### config.mk
export PLATFORM = sky130hd
export DESIGN_NAME = gregorian_date_add_days
export DESIGN_NICKNAME = d
export VERILOG_FILES = /design/src/sv/gdad_pkg.sv /design/src/sv/gregorian_date_add_days.sv /design/src/sv/gdad_ctrl.sv /design/src/sv/gdad_dp.sv
export SDC_FILE = /design/constraint.sdc
export NUM_CORES = 1
export LEC_CHECK = 0
export BUFFER_PORTS_ARGS = -buffer_cell sky130_fd_sc_hd__buf_2
export CORE_UTILIZATION = 34
export DETAILED_ROUTE_END_ITERATION = 6
export PLACE_DENSITY = 0.5
export SYNTH_ARGS = -nofsm -noshare
export SYNTH_HDL_FRONTEND = slang
export SYNTH_HIERARCHICAL = 1
export SYNTH_SLANG_ARGS = --single-unit
### constraint.sdc
create_clock -name clk -period 4.7 [get_ports clk]
set_input_delay 0.705 -clock clk [delete_from_list [all_inputs] [get_ports clk]]
set_output_delay 0.705 -clock clk [all_outputs]
set_load 0.01 [all_outputs]
### src/sv/gdad_pkg.sv
package gdad_pkg;

	localparam int YEAR_W   = 14;
	localparam int MONTH_W  = 4;
	localparam int DAY_W    = 5;
	localparam int FWD_W    = 16;
	localparam int STATUS_W = 2;
	localparam int REM_W    = 17;
	localparam int Q100_W   = 8;
	localparam int R100_W   = 7;
	localparam int R400_W   = 9;

	localparam int IN_TDATA_W  = 40;
	localparam int OUT_TDATA_W = 32;

	localparam logic [YEAR_W-1:0] MIN_YEAR = 14'd1900;

	// floor(y / 100) = (y * 5243) >> 19 holds for every 14-bit year.
	localparam logic [12:0] RECIP_100  = 13'd5243;
	localparam int          RECIP_SHIFT = 19;

	localparam logic [MONTH_W-1:0] MONTH_JAN = 4'd1;
	localparam logic [MONTH_W-1:0] MONTH_FEB = 4'd2;
	localparam logic [MONTH_W-1:0] MONTH_DEC = 4'd12;

	localparam logic [R100_W-1:0] R100_LAST = 7'd99;
	localparam logic [R400_W-1:0] R400_LAST = 9'd399;

	typedef enum logic [STATUS_W-1:0] {
		STS_OK        = 2'd0,
		STS_BAD_YEAR  = 2'd1,
		STS_BAD_MONTH = 2'd2,
		STS_BAD_DAY   = 2'd3
	} gdad_status_t;

	// Commands from the sequencer to the datapath.
	typedef struct packed {
		logic load;
		logic calc;
		logic init;
		logic step;
		logic finish;
	} gdad_cmd_t;

	// Status from the datapath to the sequencer.
	typedef struct packed {
		logic done;
	} gdad_sts_t;

	// Length of a month in a common year; codes outside 1 to 12 give zero.
	function automatic logic [DAY_W-1:0] common_len(input logic [MONTH_W-1:0] m);
		logic [DAY_W-1:0] len;
		case (m)
			4'd1, 4'd3, 4'd5, 4'd7, 4'd8, 4'd10, 4'd12: len = 5'd31;
			4'd4, 4'd6, 4'd9, 4'd11:                    len = 5'd30;
			4'd2:                                       len = 5'd28;
			default:                                    len = 5'd0;
		endcase
		return len;
	endfunction

endpackage

### src/sv/gregorian_date_add_days.sv
// The month walk steps once per month boundary crossed (up to about 2160 for a
// 65535-day offset); invalid dates skip the walk. One item is handled at a time:
// a new input beat is taken only in idle, after the last result has been stored.
// A finished result waits in the output register; the next one waits until it is taken.
// Reset (arst_n low, asynchronous) clears the sequencer and the output valid flag.
module gregorian_date_add_days (
	input  logic                                   clk,
	input  logic                                   arst_n,
	input  logic                                   s_axis_tvalid,
	output logic                                   s_axis_tready,
	// From bit 0 up: start_year[13:0], start_month[17:14], start_day[22:18],
	// days_forward[38:23], zero pad [39].
	input  logic [gdad_pkg::IN_TDATA_W-1:0]        s_axis_tdata,
	output logic                                   m_axis_tvalid,
	input  logic                                   m_axis_tready,
	// From bit 0 up: end_year[13:0], end_month[17:14], end_day[22:18],
	// date_status[24:23], zero pad [31:25].
	output logic [gdad_pkg::OUT_TDATA_W-1:0]       m_axis_tdata
);
	import gdad_pkg::*;

	gdad_cmd_t           cmd;
	gdad_sts_t           sts;
	logic [YEAR_W-1:0]   end_year;
	logic [MONTH_W-1:0]  end_month;
	logic [DAY_W-1:0]    end_day;
	logic [STATUS_W-1:0] date_status;

	// The sequencer loads an item, computes the year's residues in its CALC and INIT
	// states, then steps the datapath one month per cycle until the remaining day
	// count fits in the current month. It returns to idle once the result is stored.
	gdad_ctrl u_ctrl (
		.clk       (clk),
		.arst_n    (arst_n),
		.in_valid  (s_axis_tvalid),
		.in_ready  (s_axis_tready),
		.out_valid (m_axis_tvalid),
		.out_ready (m_axis_tready),
		.sts       (sts),
		.cmd       (cmd)
	);

	// The datapath holds the working date, the remaining day count, and the
	// year's residues mod 100 and 400 that drive the leap-year test.
	gdad_dp u_dp (
		.clk          (clk),
		.cmd          (cmd),
		.sts          (sts),
		.start_year   (s_axis_tdata[13:0]),
		.start_month  (s_axis_tdata[17:14]),
		.start_day    (s_axis_tdata[22:18]),
		.days_forward (s_axis_tdata[38:23]),
		.end_year     (end_year),
		.end_month    (end_month),
		.end_day      (end_day),
		.date_status  (date_status)
	);

	assign m_axis_tdata = {7'd0, date_status, end_day, end_month, end_year};

	// The block is busy in the cycle after an input beat.
	assert property (@(posedge clk) disable iff (!arst_n)
		(s_axis_tvalid && s_axis_tready) |=> !s_axis_tready)
		else $error("input taken while the block was still busy");

	// A newly presented result coincides with the block going back to idle.
	assert property (@(posedge clk) disable iff (!arst_n)
		$rose(m_axis_tvalid) |-> s_axis_tready)
		else $error("result presented while the block was not idle");

	// A good date always yields a real month and day.
	assert property (@(posedge clk) disable iff (!arst_n)
		(m_axis_tvalid && m_axis_tdata[24:23] == STS_OK) |->
		(m_axis_tdata[22:18] != 5'd0 && m_axis_tdata[17:14] != 4'd0 &&
		 m_axis_tdata[17:14] <= MONTH_DEC))
		else $error("valid result carries an impossible date");

endmodule

### src/sv/gdad_ctrl.sv
module gdad_ctrl (
	input  logic                clk,
	input  logic                arst_n,
	input  logic                in_valid,
	output logic                in_ready,
	output logic                out_valid,
	input  logic                out_ready,
	input  gdad_pkg::gdad_sts_t sts,
	output gdad_pkg::gdad_cmd_t cmd
);
	import gdad_pkg::*;

	typedef enum logic [3:0] {
		ST_IDLE = 4'b0001,
		ST_CALC = 4'b0010,
		ST_INIT = 4'b0100,
		ST_WALK = 4'b1000
	} gdad_state_t;

	gdad_state_t state_q, state_d;
	logic        out_valid_q;
	logic        out_free;

	assign in_ready  = (state_q == ST_IDLE);
	assign out_valid = out_valid_q;
	assign out_free  = !out_valid_q || out_ready;

	always_comb begin
		state_d    = state_q;
		cmd        = '0;
		case (state_q)
			ST_IDLE: begin
				if (in_valid) begin
					cmd.load = 1'b1;
					state_d  = ST_CALC;
				end
			end
			ST_CALC: begin
				cmd.calc = 1'b1;
				state_d  = ST_INIT;
			end
			ST_INIT: begin
				cmd.init = 1'b1;
				state_d  = ST_WALK;
			end
			ST_WALK: begin
				if (!sts.done) begin
					cmd.step = 1'b1;
				end else if (out_free) begin
					cmd.finish = 1'b1;
					state_d    = ST_IDLE;
				end
			end
			default: begin
				state_d = ST_IDLE;
			end
		endcase
	end

	always_ff @(posedge clk or negedge arst_n) begin
		if (!arst_n) begin
			state_q     <= ST_IDLE;
			out_valid_q <= 1'b0;
		end else begin
			state_q <= state_d;
			if (cmd.finish) begin
				out_valid_q <= 1'b1;
			end else if (out_ready) begin
				out_valid_q <= 1'b0;
			end
		end
	end

endmodule

### src/sv/gdad_dp.sv
module gdad_dp (
	input  logic                                   clk,
	input  gdad_pkg::gdad_cmd_t                    cmd,
	output gdad_pkg::gdad_sts_t                    sts,
	input  logic [gdad_pkg::YEAR_W-1:0]            start_year,
	input  logic [gdad_pkg::MONTH_W-1:0]           start_month,
	input  logic [gdad_pkg::DAY_W-1:0]             start_day,
	input  logic [gdad_pkg::FWD_W-1:0]             days_forward,
	output logic [gdad_pkg::YEAR_W-1:0]            end_year,
	output logic [gdad_pkg::MONTH_W-1:0]           end_month,
	output logic [gdad_pkg::DAY_W-1:0]             end_day,
	output logic [gdad_pkg::STATUS_W-1:0]          date_status
);
	import gdad_pkg::*;

	logic [YEAR_W-1:0]   year_q;
	logic [MONTH_W-1:0]  month_q;
	logic [DAY_W-1:0]    day_q;
	logic [REM_W-1:0]    rem_q;
	logic [Q100_W-1:0]   q100_q;
	logic [R100_W-1:0]   r100_q;
	logic [R400_W-1:0]   r400_q;
	gdad_status_t        status_q;

	logic [YEAR_W-1:0]   out_year_q;
	logic [MONTH_W-1:0]  out_month_q;
	logic [DAY_W-1:0]    out_day_q;
	gdad_status_t        out_status_q;

	gdad_status_t        check;
	logic [26:0]         recip_prod;
	logic [YEAR_W-1:0]   sub100;
	logic [YEAR_W-1:0]   sub400;
	logic                leap;
	logic [DAY_W-1:0]    len;
	logic [DAY_W-1:0]    day_len;

	// Date checks, first failing one wins.
	assign day_len = common_len(month_q);
	always_comb begin
		if (year_q < MIN_YEAR) begin
			check = STS_BAD_YEAR;
		end else if (month_q < MONTH_JAN || month_q > MONTH_DEC) begin
			check = STS_BAD_MONTH;
		end else if (day_q == '0 || day_q > day_len) begin
			check = STS_BAD_DAY;
		end else begin
			check = STS_OK;
		end
	end

	assign recip_prod = 27'(year_q) * 27'(RECIP_100);
	assign sub100     = year_q - 14'(q100_q) * 14'd100;
	assign sub400     = year_q - 14'(q100_q[Q100_W-1:2]) * 14'd400;

	// The year's residues mod 100 and 400 are tracked as counters during the walk.
	assign leap = ((year_q[1:0] == 2'd0) && (r100_q != '0)) || (r400_q == '0);
	assign len  = (month_q == MONTH_FEB && leap) ? 5'd29 : day_len;

	assign sts.done = (status_q != STS_OK) || (rem_q <= REM_W'(len));

	always_ff @(posedge clk) begin
		if (cmd.load) begin
			year_q  <= start_year;
			month_q <= start_month;
			day_q   <= start_day;
			rem_q   <= REM_W'(start_day) + REM_W'(days_forward);
		end
		if (cmd.calc) begin
			q100_q   <= recip_prod[RECIP_SHIFT +: Q100_W];
			status_q <= check;
		end
		if (cmd.init) begin
			r100_q <= sub100[R100_W-1:0];
			r400_q <= sub400[R400_W-1:0];
		end
		if (cmd.step) begin
			rem_q <= rem_q - REM_W'(len);
			if (month_q == MONTH_DEC) begin
				month_q <= MONTH_JAN;
				year_q  <= year_q + 14'd1;
				r100_q  <= (r100_q == R100_LAST) ? '0 : r100_q + 7'd1;
				r400_q  <= (r400_q == R400_LAST) ? '0 : r400_q + 9'd1;
			end else begin
				month_q <= month_q + 4'd1;
			end
		end
		if (cmd.finish) begin
			out_year_q   <= year_q;
			out_month_q  <= month_q;
			out_day_q    <= (status_q == STS_OK) ? rem_q[DAY_W-1:0] : day_q;
			out_status_q <= status_q;
		end
	end

	assign end_year    = out_year_q;
	assign end_month   = out_month_q;
	assign end_day     = out_day_q;
	assign date_status = out_status_q;

endmodule

==> impl_metrics.env <==
export IMPL_synth_xor_area_share_pct=4.98
export IMPL_hold_viol_final=0
export IMPL_route_met2_wl_um=10700
export IMPL_clockBufferDepth=2
export IMPL_multi_input_area_um2=6390
export IMPL_synthArstFlopShare_pct=5.10
export IMPL_final_nets=1345
export IMPL_synth_seq_cells=98
export IMPL_grt_pass1_wl_um=37200
export IMPL_slew_violations=0
export IMPL_tightest_slew_ns=0.576
export IMPL_synthSimpleGateAreaFrac_pct=11.6
export IMPL_grt_use_total_pct=16.9
export IMPL_die_w_um=168
export IMPL_setup_viol=0
export IMPL_fin_setup_tns_ns=0
export IMPL_synth_compound_area_share_pct=11.9
export IMPL_start_kind="flip-flop"
export IMPL_clock_skew_final_ns=0.00889
export IMPL_cts_inserted_buffers=9
export IMPL_crit_required_ns=4.78
export IMPL_synth_adder_area_share_pct=33.4
export IMPL_layout_min_cycle_time_ns=4.55
export IMPL_drc=0
export IMPL_drtIter0Drc=303
export IMPL_grt_antenna_before_repair=0
export IMPL_io_pins=78
export IMPL_cts_tree="built"
export IMPL_crit_start="u_dp/year_q[11]"
export IMPL_seqCellArea_um2=2610
export IMPL_synthFlopType="edfxtp_1"
export IMPL_synth_area_um2=9330
export IMPL_cp_max_fo=6
export IMPL_min_period_over_period_pct=96.9
export IMPL_synth_distinct_cells=72
export IMPL_synth_edff_count=60
export IMPL_drtPass1Iterations=4
export IMPL_fp_coreArea_um2=27000
export IMPL_fillers=2649
export IMPL_dpl_hpwl_um=18600
export IMPL_path_class="reg -> reg"
export IMPL_rows=60
export IMPL_ctsHoldBuffers=0
export IMPL_maxCapViolCount=0
export IMPL_die_area_um2=28100
export IMPL_vias=6943
export IMPL_reg2reg_from="u_dp/year_q[11]"
export IMPL_clkTransAtPathRegs_ns=0.07
export IMPL_initial_core_util_pct=34.6
export IMPL_top_layer_used="met4"
export IMPL_htreeDepth=3
export IMPL_worst_r2r_endpoint="u_dp/q100_q[4]"
export IMPL_yosysWarnings=6
export IMPL_crit_end="u_dp/q100_q[4]"
export IMPL_routedWlPerCell_um=15.7
export IMPL_totalWireLength_um=22600
export IMPL_rsz0062_at_grt="true"
export IMPL_grt_max_degree=37
export IMPL_fmax_mhz=220
export IMPL_min_delay_path_class="in -> async"
export IMPL_yosys_mux_area_fraction_pct=2.99
export IMPL_ff2ff_setup_slack_ns=0.15
export IMPL_grt_overflow=0
export IMPL_synth_top_family_by_area="adder cells"
export IMPL_gp_congestion=0.848
export IMPL_cts_sinks=98
export IMPL_outcome="completed"
export IMPL_routed_via_density=4.82
export IMPL_met3_wirelength_um=651
export IMPL_end_kind="flip-flop"
export IMPL_clock_latency_ns=0.35
export IMPL_root_buffer="clkbuf_16"
export IMPL_drtAntennaViolNets=0
export IMPL_relSlewSlack_pct=61.3
export IMPL_syn_area_per_cell_um2=9.85
export IMPL_hold_slack_ns=0.155
export IMPL_grt_pass1_vias=7120
export IMPL_io_buffers=69
export IMPL_netlist_instances=947
export IMPL_m1WireLength_um=11000
export IMPL_arrival_ns=4.63
export IMPL_drive_above_1_share_pct=22.6
export IMPL_r2r_cells=17
export IMPL_syn_to_final_growth_pct=20.6
export IMPL_yosysSeqAreaShare_pct=27.8
export IMPL_dieHeight_um=168
cell usage in the layout, fill, tap and decap left out, drive strengths merged, types with 33 or more instances in the layout:
cell type | synthesis | layout
a21oi | 51 | 51
fa | 66 | 66
buf | 10 | 153
edfxtp | 60 | 60
nor2 | 54 | 54
nand2 | 40 | 40
dfxtp | 33 | 33
inv | 150 | 150
o21ai | 44 | 44
xnor2 | 39 | 39
ha | 143 | 143
cell type report:
cell class,count,area share [%]
Timing Repair Buffer,153,8.86
Clock buffer,12,2.10
Sequential cell,98,23.2
Multi-Input combinational cell,680,56.8
Antenna cell,1,0.0223
Inverter,150,5.01
Tap cell,341,3.79
Clock inverter,4,0.178
Yosys cell counts (4+ instances only):
master | n | share of area (%)
buf_4 | 8 | 0.64
and2_1 | 9 | 0.60
a21o_1 | 13 | 1.0
a31oi_1 | 14 | 0.94
nor4_1 | 4 | 0.27
nor2b_1 | 9 | 0.60
ha_1 | 143 | 19
nand2_1 | 40 | 1.6
nor2_1 | 53 | 2.1
a21oi_1 | 50 | 2.7
nand4_1 | 10 | 0.67
nor3_1 | 22 | 1.2
and3_1 | 10 | 0.67
inv_1 | 149 | 6.0
o21a_1 | 6 | 0.48
xnor2_1 | 39 | 3.7
nand3_1 | 23 | 1.2
mux2i_1 | 20 | 2.1
a211oi_1 | 4 | 0.32
fa_1 | 66 | 14
o22ai_1 | 6 | 0.40
nand2b_1 | 5 | 0.34
o32ai_1 | 5 | 0.47
o21ai_0 | 34 | 1.8
o21ai_1 | 10 | 0.54
mux2_2 | 6 | 0.72
xor2_1 | 14 | 1.3
o211ai_1 | 5 | 0.40
edfxtp_1 | 60 | 19
dfxtp_1 | 33 | 7.1
dfrtp_1 | 4 | 1.1
nor3b_1 | 4 | 0.32
clkbuf_1 | 15 | 0.60
sequential cells by signal, summed over array words and instances, names as in the netlist, 2 cells and up:
name / count
u_dp/rem_q: 17
u_dp/end_year: 14
u_dp/year_q: 14
u_dp/r400_q: 9
u_dp/q100_q: 7
u_dp/r100_q: 7
u_dp/day_q: 5
u_dp/end_day: 5
u_ctrl/state_q: 4
u_dp/end_month: 4
u_dp/month_q: 4
u_dp/day_len: 3
u_dp/date_status: 2
u_dp/status_q: 2
logic make-up (layout without fill, tap and decap cells):
| group | after synthesis | in the layout |
|---|---|---|
| fa+ha+maj | 209 | 209 |
| simple gates | 209 | 209 |
| compound gates | 175 | 175 |
| buf+inv | 175 | 319 |
| flops | 98 | 98 |
| xor+xnor | 53 | 53 |
| mux | 27 | 27 |
| other cells | 1 | 8 |
routing by layer:
metal	vias to the layer above	track usage, %
li1	3546	-
met1	3299	23.7
met2	85	27.8
met3	13	1.63
met4	0	4.19
met5	-	0
critical path, stage by stage (launching register included):
cell       delay, ns
dfxtp_4         0.38
fa_1            0.48
ha_1            0.29
inv_1           0.05
fa_1            0.48
inv_1           0.05
fa_1            0.53
inv_1           0.05
fa_1            0.48
inv_1           0.06
ha_4            0.27
nand4_1         0.15
nor2_2          0.22
buf_4           0.15
o2111ai_2       0.12
nand3_2         0.15
a41oi_2         0.16
xnor2_2         0.21
how the worst min path moves through the flow:
stage                     start                  end  slack, ns  cells after the start
2_1_floorplan            arst_n     u_ctrl/out_valid       0.41                      0
3_3_place_gp   u_dp/status_q[0]  u_dp/date_status[0]       0.44                      0
3_5_place_dp   u_dp/status_q[0]  u_dp/date_status[0]       0.44                      0
4_1_cts                  arst_n    u_ctrl/state_q[2]       0.15                      1
5_1_grt                  arst_n    u_ctrl/state_q[2]       0.15                      1
6_report                 arst_n    u_ctrl/state_q[2]       0.16                      1
timing repair:
| action | CTS | global route |
|---|---|---|
| endpoints found under the setup margin | 5 | 28 |
| cloned | 0 | 0 |
| buffers inserted | 2 | 3 |
| resized for setup | 8 | 61 |
| pin swaps | 2 | 31 |
per-stage QoR:
stage / utilization [%] / cell area, µm² / setup WS [ns] / cells
after floorplan: - / 9350 / 0.0511 / 953
after global placement: 39.4 / 10600 / -0.172 / 1417
after detailed placement: 39.4 / 10600 / -0.194 / 1417
after CTS: 40.4 / 10900 / 0.00683 / 1435
after global routing: 41.7 / 11200 / -0.0411 / 1438
final: 41.7 / 11200 / 0.147 / 1439
Power is left out: the tool's default activity adds up to more than one toggle a clock period on the data nets, which glitch-free logic cannot reach.
